[config.mk]
export PLATFORM = sky130hd
export DESIGN_NAME = ifmt_fifo
export DESIGN_NICKNAME = d
export VERILOG_FILES = /design/src/rtl/ifmt_pkg.sv /design/src/rtl/ifmt_fifo.sv
export SDC_FILE = /design/constraint.sdc
export NUM_CORES = 1
export LEC_CHECK = 0
export ABC_AREA = 1
export ABC_CLOCK_PERIOD_IN_PS = 14100
export BUFFER_PORTS_ARGS = -buffer_cell sky130_fd_sc_hd__buf_2
export CAP_MARGIN = 5
export CORE_MARGIN = 8
export CORE_UTILIZATION = 40
export CTS_CLUSTER_SIZE = 25
export DETAILED_ROUTE_END_ITERATION = 12
export PLACE_DENSITY = 0.63
export SYNTH_ARGS = -nofsm -noshare
export SYNTH_HDL_FRONTEND = slang
export SYNTH_SLANG_ARGS = --single-unit
export TNS_END_PERCENT = 1
[constraint.sdc]
create_clock -name clk -period 14.1 [get_ports clk]
set_input_delay 4.23 -clock clk [delete_from_list [all_inputs] [get_ports clk]]
set_output_delay 4.23 -clock clk [all_outputs]
set_load 0.01 [all_outputs]
[src/rtl/ifmt_pkg.sv]
`default_nettype none
package ifmt_pkg;

  localparam int OPCODE_W = 3;
  localparam int VALUE_W  = 64;
  localparam int WORD_W   = 32;
  localparam int CHAR_W   = 8;
  localparam int COUNT_W  = 32;

  // Descriptors held between the front and the back.
  localparam int QUEUE_DEPTH = 2;

  // Digits buffered before emission: a 64-bit pointer has sixteen hex digits.
  localparam int DIGIT_W   = 4;
  localparam int MAX_DIGITS = VALUE_W / DIGIT_W;
  localparam int NDIG_W    = $clog2(MAX_DIGITS + 1);
  localparam int PREFIX_W  = 3;

  // Reciprocal of ten: (x * RECIP10) >> RECIP10_SHIFT is x / 10 for any 32-bit x.
  localparam logic [WORD_W-1:0] RECIP10       = 32'hCCCC_CCCD;
  localparam int                RECIP10_SHIFT = 35;

  localparam logic [CHAR_W-1:0] CH_MINUS  = 8'h2D;
  localparam logic [CHAR_W-1:0] CH_ZERO   = 8'h30;
  localparam logic [CHAR_W-1:0] CH_X      = 8'h78;
  localparam logic [CHAR_W-1:0] CH_LPAREN = 8'h28;
  localparam logic [CHAR_W-1:0] CH_RPAREN = 8'h29;
  localparam logic [CHAR_W-1:0] CH_N      = 8'h6E;
  localparam logic [CHAR_W-1:0] CH_I      = 8'h69;
  localparam logic [CHAR_W-1:0] CH_L      = 8'h6C;
  localparam logic [CHAR_W-1:0] CH_UPPER_A = 8'h41;
  localparam logic [CHAR_W-1:0] CH_LOWER_A = 8'h61;

  typedef enum logic [OPCODE_W-1:0] {
    OP_SDEC = 3'd0,
    OP_UDEC = 3'd1,
    OP_HEXL = 3'd2,
    OP_HEXU = 3'd3,
    OP_PTR  = 3'd4
  } opcode_t;

  typedef enum logic [2:0] {
    K_DEC,
    K_HEXL,
    K_HEXU,
    K_PTR,
    K_NIL
  } kind_t;

  typedef struct packed {
    kind_t              kind;
    logic               neg;
    logic [VALUE_W-1:0] mag;
  } desc_t;

  typedef enum logic [1:0] {
    ST_IDLE,
    ST_CONV,
    ST_PREFIX,
    ST_DIGITS
  } state_t;

  function automatic logic [CHAR_W-1:0] digit_char(input logic [DIGIT_W-1:0] d,
                                                   input logic upper);
    logic [CHAR_W-1:0] dx;
    dx = {{(CHAR_W-DIGIT_W){1'b0}}, d};
    if (d < 4'd10) begin
      digit_char = CH_ZERO + dx;
    end else if (upper) begin
      digit_char = CH_UPPER_A + dx - 8'd10;
    end else begin
      digit_char = CH_LOWER_A + dx - 8'd10;
    end
  endfunction

  function automatic logic [PREFIX_W-1:0] prefix_len(input kind_t k, input logic neg);
    case (k)
      K_NIL:   prefix_len = 3'd5;
      K_PTR:   prefix_len = 3'd2;
      K_DEC:   prefix_len = neg ? 3'd1 : 3'd0;
      default: prefix_len = 3'd0;
    endcase
  endfunction

  function automatic logic [CHAR_W-1:0] prefix_char(input kind_t k,
                                                    input logic [PREFIX_W-1:0] idx);
    logic [CHAR_W-1:0] c;
    c = CH_MINUS;
    case (k)
      K_NIL: begin
        case (idx)
          3'd0:    c = CH_LPAREN;
          3'd1:    c = CH_N;
          3'd2:    c = CH_I;
          3'd3:    c = CH_L;
          default: c = CH_RPAREN;
        endcase
      end
      K_PTR: begin
        c = (idx == 3'd0) ? CH_ZERO : CH_X;
      end
      default: begin
        c = CH_MINUS;
      end
    endcase
    prefix_char = c;
  endfunction

endpackage
`default_nettype wire

[src/rtl/ifmt_fifo.sv]
`default_nettype none
module ifmt_fifo #(
  parameter int DEPTH = ifmt_pkg::QUEUE_DEPTH
) (
  input  wire logic            clk,
  input  wire logic            rst,
  input  wire logic            wr_en,
  input  wire ifmt_pkg::desc_t wr_data,
  input  wire logic            rd_en,
  output ifmt_pkg::desc_t      rd_data,
  output logic                 full,
  output logic                 empty
);

  localparam int PTR_W = (DEPTH > 1) ? $clog2(DEPTH) : 1;
  localparam int CNT_W = $clog2(DEPTH + 1);
  localparam logic [PTR_W-1:0] LAST_PTR = PTR_W'(DEPTH - 1);
  localparam logic [CNT_W-1:0] FULL_CNT = CNT_W'(DEPTH);

  ifmt_pkg::desc_t  entries [DEPTH];
  logic [PTR_W-1:0] wr_ptr;
  logic [PTR_W-1:0] rd_ptr;
  logic [CNT_W-1:0] count;
  logic             do_wr;
  logic             do_rd;

  assign full    = (count == FULL_CNT);
  assign empty   = (count == '0);
  assign do_wr   = wr_en && !full;
  assign do_rd   = rd_en && !empty;
  assign rd_data = entries[rd_ptr];

  always_ff @(posedge clk) begin
    if (do_wr) begin
      entries[wr_ptr] <= wr_data;
    end
  end

  always_ff @(posedge clk) begin
    if (rst) begin
      wr_ptr <= '0;
      rd_ptr <= '0;
      count  <= '0;
    end else begin
      if (do_wr) begin
        wr_ptr <= (wr_ptr == LAST_PTR) ? '0 : wr_ptr + PTR_W'(1);
      end
      if (do_rd) begin
        rd_ptr <= (rd_ptr == LAST_PTR) ? '0 : rd_ptr + PTR_W'(1);
      end
      if (do_wr && !do_rd) begin
        count <= count + CNT_W'(1);
      end else if (do_rd && !do_wr) begin
        count <= count - CNT_W'(1);
      end
    end
  end

endmodule
`default_nettype wire

==> out/qor.txt <==
status = finished clean
Net Sw Frac = 25.53%
CTS tree = yes
hold buffers post-CTS = 0
I/O pin count = 142
worst skew pair latency = 0.41 ns
relative slew slack = 31.30%
Placer Congestion = 0.6761
Die ar. = 17020 µm²
Final Skew = 0.003988 ns
share of layout cells above drive strength 1 = 57.35%
Final setup violation count = 0
Cells after DPL = 560
Diodes inserted = 0
worst-path fanout max = 68
Starting Density = 40.21%
drt wl/cell = 16.51 µm
Fin. Hold Viols = 0
commonest non-fill, non-tap cell in the layout = buf_2
worst-case vdd ir drop = 122.6 µV
post-synthesis register bit count = 141
Reg2Reg Setup Slack = 12.06 ns
# DRC = 0
RSZ-0062 raised after global routing = no
Setup CP Type = reg2out
syn nets = 322
slew of the pin with the lowest slew margin = 1.030 ns
vias in the first global route = 2944
GR Overflow Total = 0
Netlist cell types = 17
Cell Area, Synth = 5240 µm²
maximum clock rate = 159.5 MHz
Clock Path Buffers = 2
Mapped Avg Cell Area = 21.04 µm²
PortBufs = 141
first-pass GRT wire length = 14870 µm
Logic pwr share = 19.8%
WP data arrival = 2.04 ns
crit path launch type = flop
crit share post-route = 44.46%
floorplan die width = 130.5 µm
ANT nets after route = 0
die height = 130.5 µm
Crit. End Element = primary output
Max Cap Viol = 0
Sum Neg Setup Slack = 0 ns
Setup Buffers After CTS = 0
most frequent cells in the layout = 141 x buf_2, 136 x edfxtp_1, 48 x mux2_2
final net count = 476
Tmin final = 6.268 ns
clk sink count = 141
non-filler instance count after layout = 591
CTS root buf = clkbuf_16
H-tree Lvls = 4
Via Count = 2702
DP Wirelength = 6426 µm
# rows = 42
routed wire length = 9755 µm
reg-to-reg startpoint = count[0]
cts repair resizes = 0
Pwr Total = 1220 µW
First-pass DRT Iterations = 4
Flop pwr share = 46.7%
Synth Instances = 249
Clock power frac = 33.5%
Core Area = 13030 µm²
Area growth syn-to-layout = 27.22%
Hold Path Class = reg2reg
First DRT Iteration DRCs = 159
Via density = 4.572
Worst-path clk slew = 0.05 ns
Int Pwr = 908.6 µW
register area share after synthesis = 79.85%
hold_sp = wr_ptr
initial antenna violation count = 0
synth warn = 0
Switch Pwr = 311.4 µW
P_leak = 0.002545 µW
CP Data Required Time = 9.87 ns
CTS buffer count = 17
Total GRT Usage = 11.84%
max-slew violations = 0
Pwr per Cell Area = 183.0 nW/µm²
largest net degree at the start of global routing = 69
[cell usage after synthesis]
library cell	n	area share (%)
edfxtp_1	136	78
mux2_2	48	10
mux2_4	20	5.7
inv_1	9	0.64
nor2_1	9	0.64
dfxtp_1	5	1.9
buf_2	4	0.38
nand2_1	4	0.29
o21ai_0	4	0.38
buf_6	2	0.43
buf_8	2	0.57
a21oi_1	1	0.095
and2_1	1	0.12
ha_1	1	0.24
nand3_1	1	0.095
nand4_1	1	0.12
o21ai_1	1	0.095
[power by group through the flow]
| stage | combinational [µW] | clock (µW) | sequential, µW |
|---|---|---|---|
| 6_report | 242 | 409 | 569 |
| 3_5_place_dp | 248 | 0 | 580 |
| 3_3_place_gp | 245 | 0 | 577 |
| 4_1_cts | 249 | 420 | 572 |
| 2_1_floorplan | 178 | 0 | 555 |
| 5_1_grt | 264 | 434 | 578 |
[critical path: stages (launching register included)]
cell,delay [ns]
dfxtp_4,1.01
mux2_2,0.43
buf_2,0.14
[kinds of logic (layout without fill, tap and decap cells)]
kind of cell	count (synthesis)	count (layout)	synth area share, %
DFF	141	141	79.85
muxes	68	68	16.05
buffers and inverters	17	183	2.030
and+or+nand+nor	16	16	1.265
AOI/OAI and AO/OA	6	6	0.5729
adders and majority gates	1	1	0.2387
[cell type report]
| cell class | count | area (µm²) |
|---|---|---|
| fill | 1138 | 6366 |
| sequential | 141 | 4188 |
| multi-input combinational | 91 | 964.7 |
| timing repair buffer | 143 | 720.7 |
| clock buffer | 21 | 440.4 |
| tap | 176 | 220.2 |
| clock inverter | 10 | 98.84 |
| inverter | 9 | 33.78 |
[metrics by stage]
stage | util [%] | instance area (µm²) | hold WS (ns) | worst slack (ns)
2_1_floorplan | - | 5240 | 0.4757 | 6.429
3_3_place_gp | 47.01 | 6127 | 0.5281 | 8.222
3_5_place_dp | 47.01 | 6127 | 0.5389 | 8.207
4_1_cts | 51.15 | 6666 | 0.5480 | 7.757
5_1_grt | 51.15 | 6666 | 0.5802 | 7.706
6_report | 51.15 | 6666 | 0.5503 | 7.832
[sequential cells by signal (all words and copies together) (netlist names), named ones only]
signal,count
count,2
entries,136
wr_ptr,1
rd_ptr,1
[routing by layer]
layer / vias up / share of wire (%) / global-route usage [%]
met1: 1319 / 40 / 12.66
met5: - / 0 / 0
li1: 1271 / - / -
met3: 17 / 9.6 / 5.804
met2: 95 / 48 / 19.20
met4: 0 / 1.9 / 6.077
[path summary, 6_finish.rpt]
path	end	cells past startpoint
setup / recovery	rd_data[52]	2
hold / removal	wr_ptr	2
setup reg to reg	entries[1][59]	3
hold reg to reg	wr_ptr	2
(Power assumes the default switching activity.)
