==> src/rtl/ifmt_pkg.sv <==
`default_nettype none
package ifmt_pkg;

  localparam int OPCODE_W = 3;
  localparam int VALUE_W  = 64;
  localparam int WORD_W   = 32;
  localparam int CHAR_W   = 8;
  localparam int COUNT_W  = 32;

  // Descriptors held between the front and the back.
  localparam int QUEUE_DEPTH = 2;

  // Digits buffered before emission: a 64-bit pointer has sixteen hex digits.
  localparam int DIGIT_W   = 4;
  localparam int MAX_DIGITS = VALUE_W / DIGIT_W;
  localparam int NDIG_W    = $clog2(MAX_DIGITS + 1);
  localparam int PREFIX_W  = 3;

  // Reciprocal of ten: (x * RECIP10) >> RECIP10_SHIFT is x / 10 for any 32-bit x.
  localparam logic [WORD_W-1:0] RECIP10       = 32'hCCCC_CCCD;
  localparam int                RECIP10_SHIFT = 35;

  localparam logic [CHAR_W-1:0] CH_MINUS  = 8'h2D;
  localparam logic [CHAR_W-1:0] CH_ZERO   = 8'h30;
  localparam logic [CHAR_W-1:0] CH_X      = 8'h78;
  localparam logic [CHAR_W-1:0] CH_LPAREN = 8'h28;
  localparam logic [CHAR_W-1:0] CH_RPAREN = 8'h29;
  localparam logic [CHAR_W-1:0] CH_N      = 8'h6E;
  localparam logic [CHAR_W-1:0] CH_I      = 8'h69;
  localparam logic [CHAR_W-1:0] CH_L      = 8'h6C;
  localparam logic [CHAR_W-1:0] CH_UPPER_A = 8'h41;
  localparam logic [CHAR_W-1:0] CH_LOWER_A = 8'h61;

  typedef enum logic [OPCODE_W-1:0] {
    OP_SDEC = 3'd0,
    OP_UDEC = 3'd1,
    OP_HEXL = 3'd2,
    OP_HEXU = 3'd3,
    OP_PTR  = 3'd4
  } opcode_t;

  typedef enum logic [2:0] {
    K_DEC,
    K_HEXL,
    K_HEXU,
    K_PTR,
    K_NIL
  } kind_t;

  typedef struct packed {
    kind_t              kind;
    logic               neg;
    logic [VALUE_W-1:0] mag;
  } desc_t;

  typedef enum logic [1:0] {
    ST_IDLE,
    ST_CONV,
    ST_PREFIX,
    ST_DIGITS
  } state_t;

  function automatic logic [CHAR_W-1:0] digit_char(input logic [DIGIT_W-1:0] d,
                                                   input logic upper);
    logic [CHAR_W-1:0] dx;
    dx = {{(CHAR_W-DIGIT_W){1'b0}}, d};
    if (d < 4'd10) begin
      digit_char = CH_ZERO + dx;
    end else if (upper) begin
      digit_char = CH_UPPER_A + dx - 8'd10;
    end else begin
      digit_char = CH_LOWER_A + dx - 8'd10;
    end
  endfunction

  function automatic logic [PREFIX_W-1:0] prefix_len(input kind_t k, input logic neg);
    case (k)
      K_NIL:   prefix_len = 3'd5;
      K_PTR:   prefix_len = 3'd2;
      K_DEC:   prefix_len = neg ? 3'd1 : 3'd0;
      default: prefix_len = 3'd0;
    endcase
  endfunction

  function automatic logic [CHAR_W-1:0] prefix_char(input kind_t k,
                                                    input logic [PREFIX_W-1:0] idx);
    logic [CHAR_W-1:0] c;
    c = CH_MINUS;
    case (k)
      K_NIL: begin
        case (idx)
          3'd0:    c = CH_LPAREN;
          3'd1:    c = CH_N;
          3'd2:    c = CH_I;
          3'd3:    c = CH_L;
          default: c = CH_RPAREN;
        endcase
      end
      K_PTR: begin
        c = (idx == 3'd0) ? CH_ZERO : CH_X;
      end
      default: begin
        c = CH_MINUS;
      end
    endcase
    prefix_char = c;
  endfunction

endpackage
`default_nettype wire

==> src/rtl/ifmt_front.sv <==
`default_nettype none
module ifmt_front (
  input  wire logic [ifmt_pkg::OPCODE_W-1:0] opcode,
  input  wire logic [ifmt_pkg::VALUE_W-1:0]  value,
  input  wire logic                          push,
  input  wire logic                          q_full,
  output ifmt_pkg::desc_t                    wr_data,
  output logic                               wr_en
);

  logic [ifmt_pkg::WORD_W-1:0] lo;
  logic [ifmt_pkg::WORD_W-1:0] lo_neg;
  logic                        known;

  assign lo     = value[ifmt_pkg::WORD_W-1:0];
  assign lo_neg = ~lo + 32'd1;

  always_comb begin
    known        = 1'b1;
    wr_data.kind = ifmt_pkg::K_DEC;
    wr_data.neg  = 1'b0;
    wr_data.mag  = {{(ifmt_pkg::VALUE_W-ifmt_pkg::WORD_W){1'b0}}, lo};
    case (ifmt_pkg::opcode_t'(opcode))
      ifmt_pkg::OP_SDEC: begin
        // The negated most negative value reads correctly as unsigned.
        wr_data.neg = lo[ifmt_pkg::WORD_W-1];
        if (lo[ifmt_pkg::WORD_W-1]) begin
          wr_data.mag = {{(ifmt_pkg::VALUE_W-ifmt_pkg::WORD_W){1'b0}}, lo_neg};
        end
      end
      ifmt_pkg::OP_UDEC: begin
        wr_data.kind = ifmt_pkg::K_DEC;
      end
      ifmt_pkg::OP_HEXL: begin
        wr_data.kind = ifmt_pkg::K_HEXL;
      end
      ifmt_pkg::OP_HEXU: begin
        wr_data.kind = ifmt_pkg::K_HEXU;
      end
      ifmt_pkg::OP_PTR: begin
        wr_data.kind = (value == '0) ? ifmt_pkg::K_NIL : ifmt_pkg::K_PTR;
        wr_data.mag  = value;
      end
      default: begin
        // Unused codes produce no text and are dropped here.
        known = 1'b0;
      end
    endcase
  end

  assign wr_en = push && !q_full && known;

endmodule
`default_nettype wire

==> config.mk <==
export PLATFORM = sky130hd
export DESIGN_NAME = ifmt_front
export DESIGN_NICKNAME = d
export VERILOG_FILES = /design/src/rtl/ifmt_pkg.sv /design/src/rtl/ifmt_front.sv
export SDC_FILE = /design/constraint.sdc
export NUM_CORES = 1
export LEC_CHECK = 0
export BUFFER_PORTS_ARGS = -buffer_cell sky130_fd_sc_hd__buf_2
export CAP_MARGIN = 20
export CORE_MARGIN = 3
export CORE_UTILIZATION = 36
export DETAILED_ROUTE_END_ITERATION = 16
export PLACE_DENSITY_LB_ADDON = 0.05
export SLEW_MARGIN = 5
export SYNTH_ARGS = -nofsm -noshare
export SYNTH_HDL_FRONTEND = slang
export SYNTH_SLANG_ARGS = --single-unit
==> constraint.sdc <==
create_clock -name vclk -period 3.9
set_clock_uncertainty 0.05 [all_clocks]
set_input_delay 0.195 -clock vclk [all_inputs]
set_output_delay 0.195 -clock vclk [all_outputs]
set_load 0.05 [all_outputs]
==> flow_summary.html, run 1 <==
<table>
<tr><th>Metric</th><th>Value</th></tr>
<tr><th colspan="2">Synthesis</th></tr>
<tr><td>Mean cell area of the mapped netlist</td><td>6.293 um2</td></tr>
<tr><td>Most area-hungry cell type in the Yosys netlist</td><td>sky130_fd_sc_hd__and2_1</td></tr>
<tr><td>Top cell type's share of synthesized area</td><td>0.1964</td></tr>
<tr><td>Syn Inst Count</td><td>167</td></tr>
<tr><td>Biggest area contributors in the synthesized netlist</td><td>sky130_fd_sc_hd__and2_1 20%, sky130_fd_sc_hd__xor2_1 16%, sky130_fd_sc_hd__xnor2_1 9.2%</td></tr>
<tr><td>Compound-Gate Fraction of Synth Area</td><td>0.1643</td></tr>
<tr><td>Proportion of synthesized area in mux cells</td><td>0</td></tr>
<tr><td>Arithmetic-cell share of the synthesized area counting full adders, half adders and majority gates</td><td>0.01190</td></tr>
<tr><td>Most instantiated library cell after synthesis</td><td>sky130_fd_sc_hd__and2_1</td></tr>
<tr><td>Largest family of logic cells by synthesized area</td><td>simple AND/OR/NAND/NOR gates</td></tr>
<tr><td>Mapped cell area</td><td>1051 um2</td></tr>
<tr><td>Portion of the post-synthesis area used by sequential elements</td><td>0</td></tr>
<tr><td>Basic-gate share of the synthesized area counting and, or, nand and nor cells</td><td>0.5238</td></tr>
<tr><td>Netlist cell types</td><td>34</td></tr>
<tr><td>Net count after synthesis</td><td>237</td></tr>
<tr><td>Fraction of synthesized cell area in xor and xnor cells</td><td>0.2500</td></tr>
<tr><td>Synth Warn #</td><td>0</td></tr>
<tr><td>Top cells by instance count after synthesis</td><td>33 x sky130_fd_sc_hd__and2_1, 19 x sky130_fd_sc_hd__xor2_1, 14 x sky130_fd_sc_hd__nor2_1</td></tr>
<tr><th colspan="2">Worst setup path</th></tr>
<tr><td>Most used cell, CP</td><td>sky130_fd_sc_hd__buf_2</td></tr>
<tr><td>Ordered cell list for the critical path</td><td>buf_2 -&gt; nor3_1 -&gt; nand2_1 -&gt; inv_1 -&gt; o21ai_0 -&gt; xnor2_1 -&gt; buf_2</td></tr>
<tr><td>Delay of the slowest critical-path stage</td><td>0.44 ns</td></tr>
<tr><td>Largest fanout on the critical path</td><td>21</td></tr>
<tr><td>Cell family contributing the most delay on the critical path</td><td>buffers and inverters</td></tr>
<tr><td>Required time at the endpoint of the critical path</td><td>3.65 ns</td></tr>
<tr><td>Crit Path Class</td><td>in2out</td></tr>
<tr><td>Nature of the critical path endpoint</td><td>primary output</td></tr>
<tr><td>Cell type of the slowest stage on the worst timing path</td><td>sky130_fd_sc_hd__inv_1</td></tr>
<tr><td>Number of buffers and inverters on the critical path</td><td>3</td></tr>
<tr><td>Signal arrival time at the worst endpoint</td><td>2.11 ns</td></tr>
<tr><td>Critical Path Start Type</td><td>input port</td></tr>
<tr><th colspan="2">Global route</th></tr>
<tr><td>Global-route wire length before repair</td><td>6.127 mm</td></tr>
<tr><td>Total gr overflow</td><td>0</td></tr>
<tr><td>Number of global-route vias before repair</td><td>1400</td></tr>
<tr><td>Number of antenna violations at the first check in global routing</td><td>0</td></tr>
<tr><td>Total routing usage reported by global routing</td><td>0.2089</td></tr>
<tr><td>Maximum number of pins on one net before global-route repair</td><td>35</td></tr>
<tr><th colspan="2">Cells and area</th></tr>
<tr><td>Register area</td><td>0 um2</td></tr>
<tr><td>Layout Nets</td><td>371</td></tr>
<tr><td>Fill cells</td><td>260</td></tr>
<tr><td>Area added between synthesis and finish</td><td>67.98%</td></tr>
<tr><td>Clk_buf instances</td><td>0</td></tr>
<tr><td>Fraction of final layout cells with drive strength greater than 1</td><td>0.4849</td></tr>
<tr><td>Final cell utilization of the core</td><td>0.6758</td></tr>
<tr><td>Antenna diode count</td><td>0</td></tr>
<tr><td>Num sequential</td><td>0</td></tr>
<tr><th colspan="2">Outcome</th></tr>
<tr><td>Outcome</td><td>completed</td></tr>
<tr><th colspan="2">STA</th></tr>
<tr><td>Count of endpoints failing setup in the final report</td><td>0</td></tr>
<tr><td>Slew Limit Fails</td><td>0</td></tr>
<tr><td>Setup repair after global routing missed its margin</td><td>false</td></tr>
<tr><td>Tightest slew margin relative to the limit</td><td>0.5743</td></tr>
<tr><td>Achievable frequency</td><td>425.4 MHz</td></tr>
<tr><td>Total negative setup slack</td><td>0 ns</td></tr>
<tr><td>Final critical-path share of the clock period</td><td>0.6028</td></tr>
<tr><td>Worst-margin pin slew</td><td>0.6370 ns</td></tr>
<tr><td>Minimum clock period</td><td>2.351 ns</td></tr>
<tr><td>Hold violation count in the final report</td><td>0</td></tr>
<tr><th colspan="2">Floorplanning</th></tr>
<tr><td>Top-level port count</td><td>138</td></tr>
<tr><td>Core outline area</td><td>2613 um2</td></tr>
<tr><td>Number of core rows</td><td>18</td></tr>
<tr><td>Y dimension of the die</td><td>60.03 um</td></tr>
<tr><td>Width of the die</td><td>60.03 um</td></tr>
<tr><td>Total Die Area</td><td>3604 um2</td></tr>
<tr><td>Starting Density</td><td>0.4023</td></tr>
<tr><th colspan="2">Power and ir drop</th></tr>
<tr><td>Power Dens Cells</td><td>152.5 nW/um2</td></tr>
<tr><td>P_leak</td><td>1.008 nW</td></tr>
<tr><td>Max VDD drop</td><td>0.0001410 V</td></tr>
<tr><td>Switching part of the total</td><td>0.7215</td></tr>
<tr><td>Internal power summed over all cells</td><td>0.00007500 W</td></tr>
<tr><td>Power spent charging and discharging nets</td><td>0.0001943 W</td></tr>
<tr><td>Reg power frac</td><td>0</td></tr>
<tr><td>Share of power burned in combinational logic</td><td>1.000</td></tr>
<tr><td>Part of the total power dissipated in the clock network</td><td>0</td></tr>
<tr><th colspan="2">Routing</th></tr>
<tr><td>Post-detailed-route DRC marker count</td><td>0</td></tr>
<tr><td>Router iterations before antenna repair</td><td>4</td></tr>
<tr><td>Post-route antenna net violation count</td><td>0</td></tr>
<tr><td>Routed vias</td><td>1612</td></tr>
<tr><td>Total wire length</td><td>4.002 mm</td></tr>
<tr><td>Wire length per cell</td><td>12.16 um</td></tr>
<tr><td>Average via count per standard cell</td><td>4.900</td></tr>
<tr><td>Number of design-rule violations left by the first detailed-router iteration</td><td>54</td></tr>
<tr><th colspan="2">Worst hold path</th></tr>
<tr><td>Worst min-delay path startpoint</td><td>value[0]</td></tr>
<tr><td>Terminating pin of the worst hold path</td><td>wr_data[0]</td></tr>
<tr><td>Hold/Removal Path Class</td><td>in2out</td></tr>
<tr><td>Hold Path Depth</td><td>2</td></tr>
<tr><th colspan="2">Place</th></tr>
<tr><td>Final RePlAce weighted congestion</td><td>0.8514</td></tr>
<tr><td>Estimated wirelength of the detail-placed design</td><td>3.556 mm</td></tr>
<tr><td># port buffers</td><td>138</td></tr>
<tr><th colspan="2">CTS</th></tr>
<tr><td>Setup Fix Bufs, Post-CTS</td><td>0</td></tr>
<tr><td>Resized Gates After CTS</td><td>0</td></tr>
<tr><td>Count of hold buffers inserted by post-cts repair</td><td>0</td></tr>
<tr><th colspan="2">Flow run</th></tr>
<tr><td>Count of max-cap constraint violations</td><td>0</td></tr>
</table>
[stage by stage]
stage	instances	setup slack, ns	power, W	hold WS [ns]	area [um2]
floorplan	167	1.333	0.0001794	0.5173	1051
finish	329	1.549	0.0002693	0.6658	1765
global route	329	1.307	0.0002862	0.6713	1765
global placement	329	1.559	0.0002699	0.6636	1765
CTS	329	1.543	0.0002708	0.6668	1765
detailed placement	329	1.551	0.0002701	0.6660	1765
[logic make-up after synthesis]
kind of cell	count (synthesis)
and+or+nand+nor	93
xor gates and xnor gates	30
AOI/OAI and AO/OA	29
buffers and inverters	14
adders and majority gates	1
[power by group through the flow]
| stage | clock network (W) | registers (W) | logic, W |
|---|---|---|---|
| floorplan | 0 | 0 | 0.000179 |
| global route | 0 | 0 | 0.000286 |
| CTS | 0 | 0 | 0.000271 |
| finish | 0 | 0 | 0.000269 |
| global placement | 0 | 0 | 0.000270 |
| detailed placement | 0 | 0 | 0.000270 |
[area by class of cell]
cell class,instances,area (um2),area share
Multi-Input combinational cell,153,1003,0.5684
Inverter,7,26.28,0.01488
Tap cell,30,37.54,0.02126
Timing Repair Buffer,139,698.2,0.3955
[how the worst max path moves through the flow]
stage	from	endpoint	cells after the start
4_1_cts	opcode[2]	wr_data[8]	7
6_report	opcode[2]	wr_data[8]	7
3_3_place_gp	opcode[2]	wr_data[8]	7
2_1_floorplan	opcode[2]	wr_data[10]	6
5_1_grt	opcode[2]	wr_data[8]	7
3_5_place_dp	opcode[2]	wr_data[24]	7
[layer usage]
metal	track usage	share of wire
met4	0	0
met1	0.2538	0.40
met2	0.4105	0.50
met3	0.02160	0.097
met5	0	0
[placed cells by master, fill, tap and decap left out, types with 2 or more instances in the layout]
master,n
sky130_fd_sc_hd__o31ai_1,2
sky130_fd_sc_hd__inv_1,7
sky130_fd_sc_hd__xnor2_1,11
sky130_fd_sc_hd__xor2_1,19
sky130_fd_sc_hd__and2_1,33
sky130_fd_sc_hd__nand2_1,9
sky130_fd_sc_hd__nor3_1,8
sky130_fd_sc_hd__nor2_1,14
sky130_fd_sc_hd__buf_2,138
sky130_fd_sc_hd__o21a_1,2
sky130_fd_sc_hd__or4_1,3
sky130_fd_sc_hd__nor4_1,11
sky130_fd_sc_hd__a21oi_1,10
sky130_fd_sc_hd__o21ai_0,5
sky130_fd_sc_hd__a31oi_1,6
sky130_fd_sc_hd__or4_4,2
No activity file was read; power rests on OpenSTA's default activity.
==> inputs of run 2 (changes only) <==
--- a/config.mk
+++ b/config.mk
@@ -8,7 +8,7 @@
 export BUFFER_PORTS_ARGS = -buffer_cell sky130_fd_sc_hd__buf_2
 export CAP_MARGIN = 20
 export CORE_MARGIN = 3
-export CORE_UTILIZATION = 36
+export CORE_UTILIZATION = 33
 export DETAILED_ROUTE_END_ITERATION = 16
 export PLACE_DENSITY_LB_ADDON = 0.05
 export SLEW_MARGIN = 5
==> constraint.sdc (replaced) <==
create_clock -name vclk -period 2.5
set_clock_uncertainty 0.05 [all_clocks]
set_input_delay 0.125 -clock vclk [all_inputs]
set_output_delay 0.125 -clock vclk [all_outputs]
set_load 0.05 [all_outputs]
==> run 2 against run 1 <==
Cell area increased by 2.1%. Critical path depth unchanged. Worst setup slack worse by 1.2 ns. Total power increased by 57%. Hold slack lost 0.14 ns. Final cell count grew 4.6%. Non-clock buffer count up 3. Count of clock-buffer cells in the layout unchanged. Wire length increased by 1.1%. Combinational power up 57%. Core utilization is 5.4 points lower. Critical path type unchanged. Critical endpoint is now wr_data[28].
==> flow_summary.html, run 2 (synthesis gave the netlist of run 1 again) <==
<table>
<tr><th>Metric</th><th>Value</th></tr>
<tr><th colspan="2">Power and ir drop</th></tr>
<tr><td>Max VDD drop</td><td>0.0001101 V</td></tr>
<tr><td>Power Dens Cells</td><td>234.1 nW/um2</td></tr>
<tr><td>P_leak</td><td>1.023 nW</td></tr>
<tr><th colspan="2">Worst setup path</th></tr>
<tr><td>Nature of the critical path endpoint</td><td>primary output</td></tr>
<tr><td>Signal arrival time at the worst endpoint</td><td>1.96 ns</td></tr>
<tr><td>Required time at the endpoint of the critical path</td><td>2.33 ns</td></tr>
<tr><td>Largest fanout on the critical path</td><td>4</td></tr>
<tr><td>Critical Path Start Type</td><td>input port</td></tr>
<tr><td>Crit Path Class</td><td>in2out</td></tr>
<tr><th colspan="2">CTS</th></tr>
<tr><td>Count of hold buffers inserted by post-cts repair</td><td>0</td></tr>
<tr><td>Setup Fix Bufs, Post-CTS</td><td>0</td></tr>
<tr><td>Resized Gates After CTS</td><td>0</td></tr>
<tr><th colspan="2">Routing</th></tr>
<tr><td>Average via count per standard cell</td><td>4.788</td></tr>
<tr><td>Total wire length</td><td>4.047 mm</td></tr>
<tr><td>Post-route antenna net violation count</td><td>0</td></tr>
<tr><td>Number of design-rule violations left by the first detailed-router iteration</td><td>54</td></tr>
<tr><td>Post-detailed-route DRC marker count</td><td>0</td></tr>
<tr><td>Router iterations before antenna repair</td><td>4</td></tr>
<tr><td>Wire length per cell</td><td>11.76 um</td></tr>
<tr><td>Routed vias</td><td>1647</td></tr>
<tr><th colspan="2">STA</th></tr>
<tr><td>Setup repair after global routing missed its margin</td><td>false</td></tr>
<tr><td>Final critical-path share of the clock period</td><td>0.8537</td></tr>
<tr><td>Count of endpoints failing setup in the final report</td><td>0</td></tr>
<tr><td>Achievable frequency</td><td>468.5 MHz</td></tr>
<tr><td>Worst-margin pin slew</td><td>0.4689 ns</td></tr>
<tr><td>Total negative setup slack</td><td>0 ns</td></tr>
<tr><td>Tightest slew margin relative to the limit</td><td>0.6845</td></tr>
<tr><td>Hold violation count in the final report</td><td>0</td></tr>
<tr><td>Minimum clock period</td><td>2.134 ns</td></tr>
<tr><td>Slew Limit Fails</td><td>0</td></tr>
<tr><th colspan="2">Floorplanning</th></tr>
<tr><td>Total Die Area</td><td>3898 um2</td></tr>
<tr><td>Core outline area</td><td>2900 um2</td></tr>
<tr><td>Width of the die</td><td>62.44 um</td></tr>
<tr><td>Number of core rows</td><td>19</td></tr>
<tr><td>Starting Density</td><td>0.3624</td></tr>
<tr><td>Top-level port count</td><td>138</td></tr>
<tr><td>Y dimension of the die</td><td>62.44 um</td></tr>
<tr><th colspan="2">Cells and area</th></tr>
<tr><td>Antenna diode count</td><td>0</td></tr>
<tr><td>Area added between synthesis and finish</td><td>71.55%</td></tr>
<tr><td>Register area</td><td>0 um2</td></tr>
<tr><td>Leading cell type in the layout, fill and taps excluded</td><td>sky130_fd_sc_hd__buf_2</td></tr>
<tr><td>Layout Nets</td><td>374</td></tr>
<tr><td>Commonest cells after routing, fill and taps aside</td><td>138 x sky130_fd_sc_hd__buf_2, 33 x sky130_fd_sc_hd__and2_1, 19 x sky130_fd_sc_hd__xor2_1, 14 x sky130_fd_sc_hd__nor2_1</td></tr>
<tr><td>Fraction of final layout cells with drive strength greater than 1</td><td>0.4901</td></tr>
<tr><td>Num sequential</td><td>0</td></tr>
<tr><td>Clk_buf instances</td><td>0</td></tr>
<tr><td>Final cell utilization of the core</td><td>0.6217</td></tr>
<tr><th colspan="2">Global route</th></tr>
<tr><td>Maximum number of pins on one net before global-route repair</td><td>18</td></tr>
<tr><td>Number of global-route vias before repair</td><td>1500</td></tr>
<tr><td>Number of antenna violations at the first check in global routing</td><td>0</td></tr>
<tr><td>Global-route wire length before repair</td><td>6.568 mm</td></tr>
<tr><td>Total gr overflow</td><td>0</td></tr>
<tr><td>Total routing usage reported by global routing</td><td>0.1910</td></tr>
<tr><th colspan="2">Outcome</th></tr>
<tr><td>Outcome</td><td>completed</td></tr>
<tr><th colspan="2">Place</th></tr>
<tr><td>Final RePlAce weighted congestion</td><td>0.7786</td></tr>
<tr><td># port buffers</td><td>138</td></tr>
<tr><td>Estimated wirelength of the detail-placed design</td><td>3.583 mm</td></tr>
<tr><th colspan="2">Worst hold path</th></tr>
<tr><td>Hold/Removal Path Class</td><td>in2out</td></tr>
<tr><th colspan="2">Flow run</th></tr>
<tr><td>Count of max-cap constraint violations</td><td>0</td></tr>
</table>
run 2: changes by cell type in the layout (fill, tap and decap cells not counted), sizes merged:
cell,change
buf,+3
run 2: area by class of cell:
type,count,area [um2]
Multi-Input combinational cell,153,1003
Tap cell,42,52.55
Inverter,7,26.28
Fill cell,329,1097
Timing Repair Buffer,142,720.7
run 2: routing by layer:
| metal | wire length, um | GRT usage |
|---|---|---|
| met1 | 1712 | 0.2500 |
| met5 | 0 | 0 |
| met2 | 1952 | 0.3395 |
| met4 | 19 | 0.01653 |
| met3 | 362 | 0.03058 |
run 2: report_power, final:
group	internal, W	switching, W
combinational	0.000118	0.000304
clock	0	0
sequential	0	0
run 2: worst paths after layout:
check | start | to | slack, ns | depth (start not counted)
hold / removal | value[0] | wr_data[0] | 0.52 | 2
setup / recovery | value[7] | wr_data[28] | 0.37 | 7
run 2: per-stage QoR:
stage	instance area (um2)	std cells	power [W]	hold WS [ns]	setup slack, ns
detailed placement	1803	344	0.0004234	0.5258	0.3705
global placement	1803	344	0.0004226	0.5272	0.3851
CTS	1803	344	0.0004247	0.5262	0.3598
floorplan	1051	167	0.0002799	0.3773	0.07291
finish	1803	344	0.0004221	0.5242	0.3657
global route	1803	344	0.0004482	0.5365	0.1819
run 2: critical path: stages:
cell and delay, ns:
sky130_fd_sc_hd__buf_2 0.12, sky130_fd_sc_hd__nor4_2 0.39, sky130_fd_sc_hd__nand4b_1 0.23, sky130_fd_sc_hd__nor4_1 0.50, sky130_fd_sc_hd__a31oi_1 0.16, sky130_fd_sc_hd__xor2_1 0.15
sky130_fd_sc_hd__buf_2 0.28
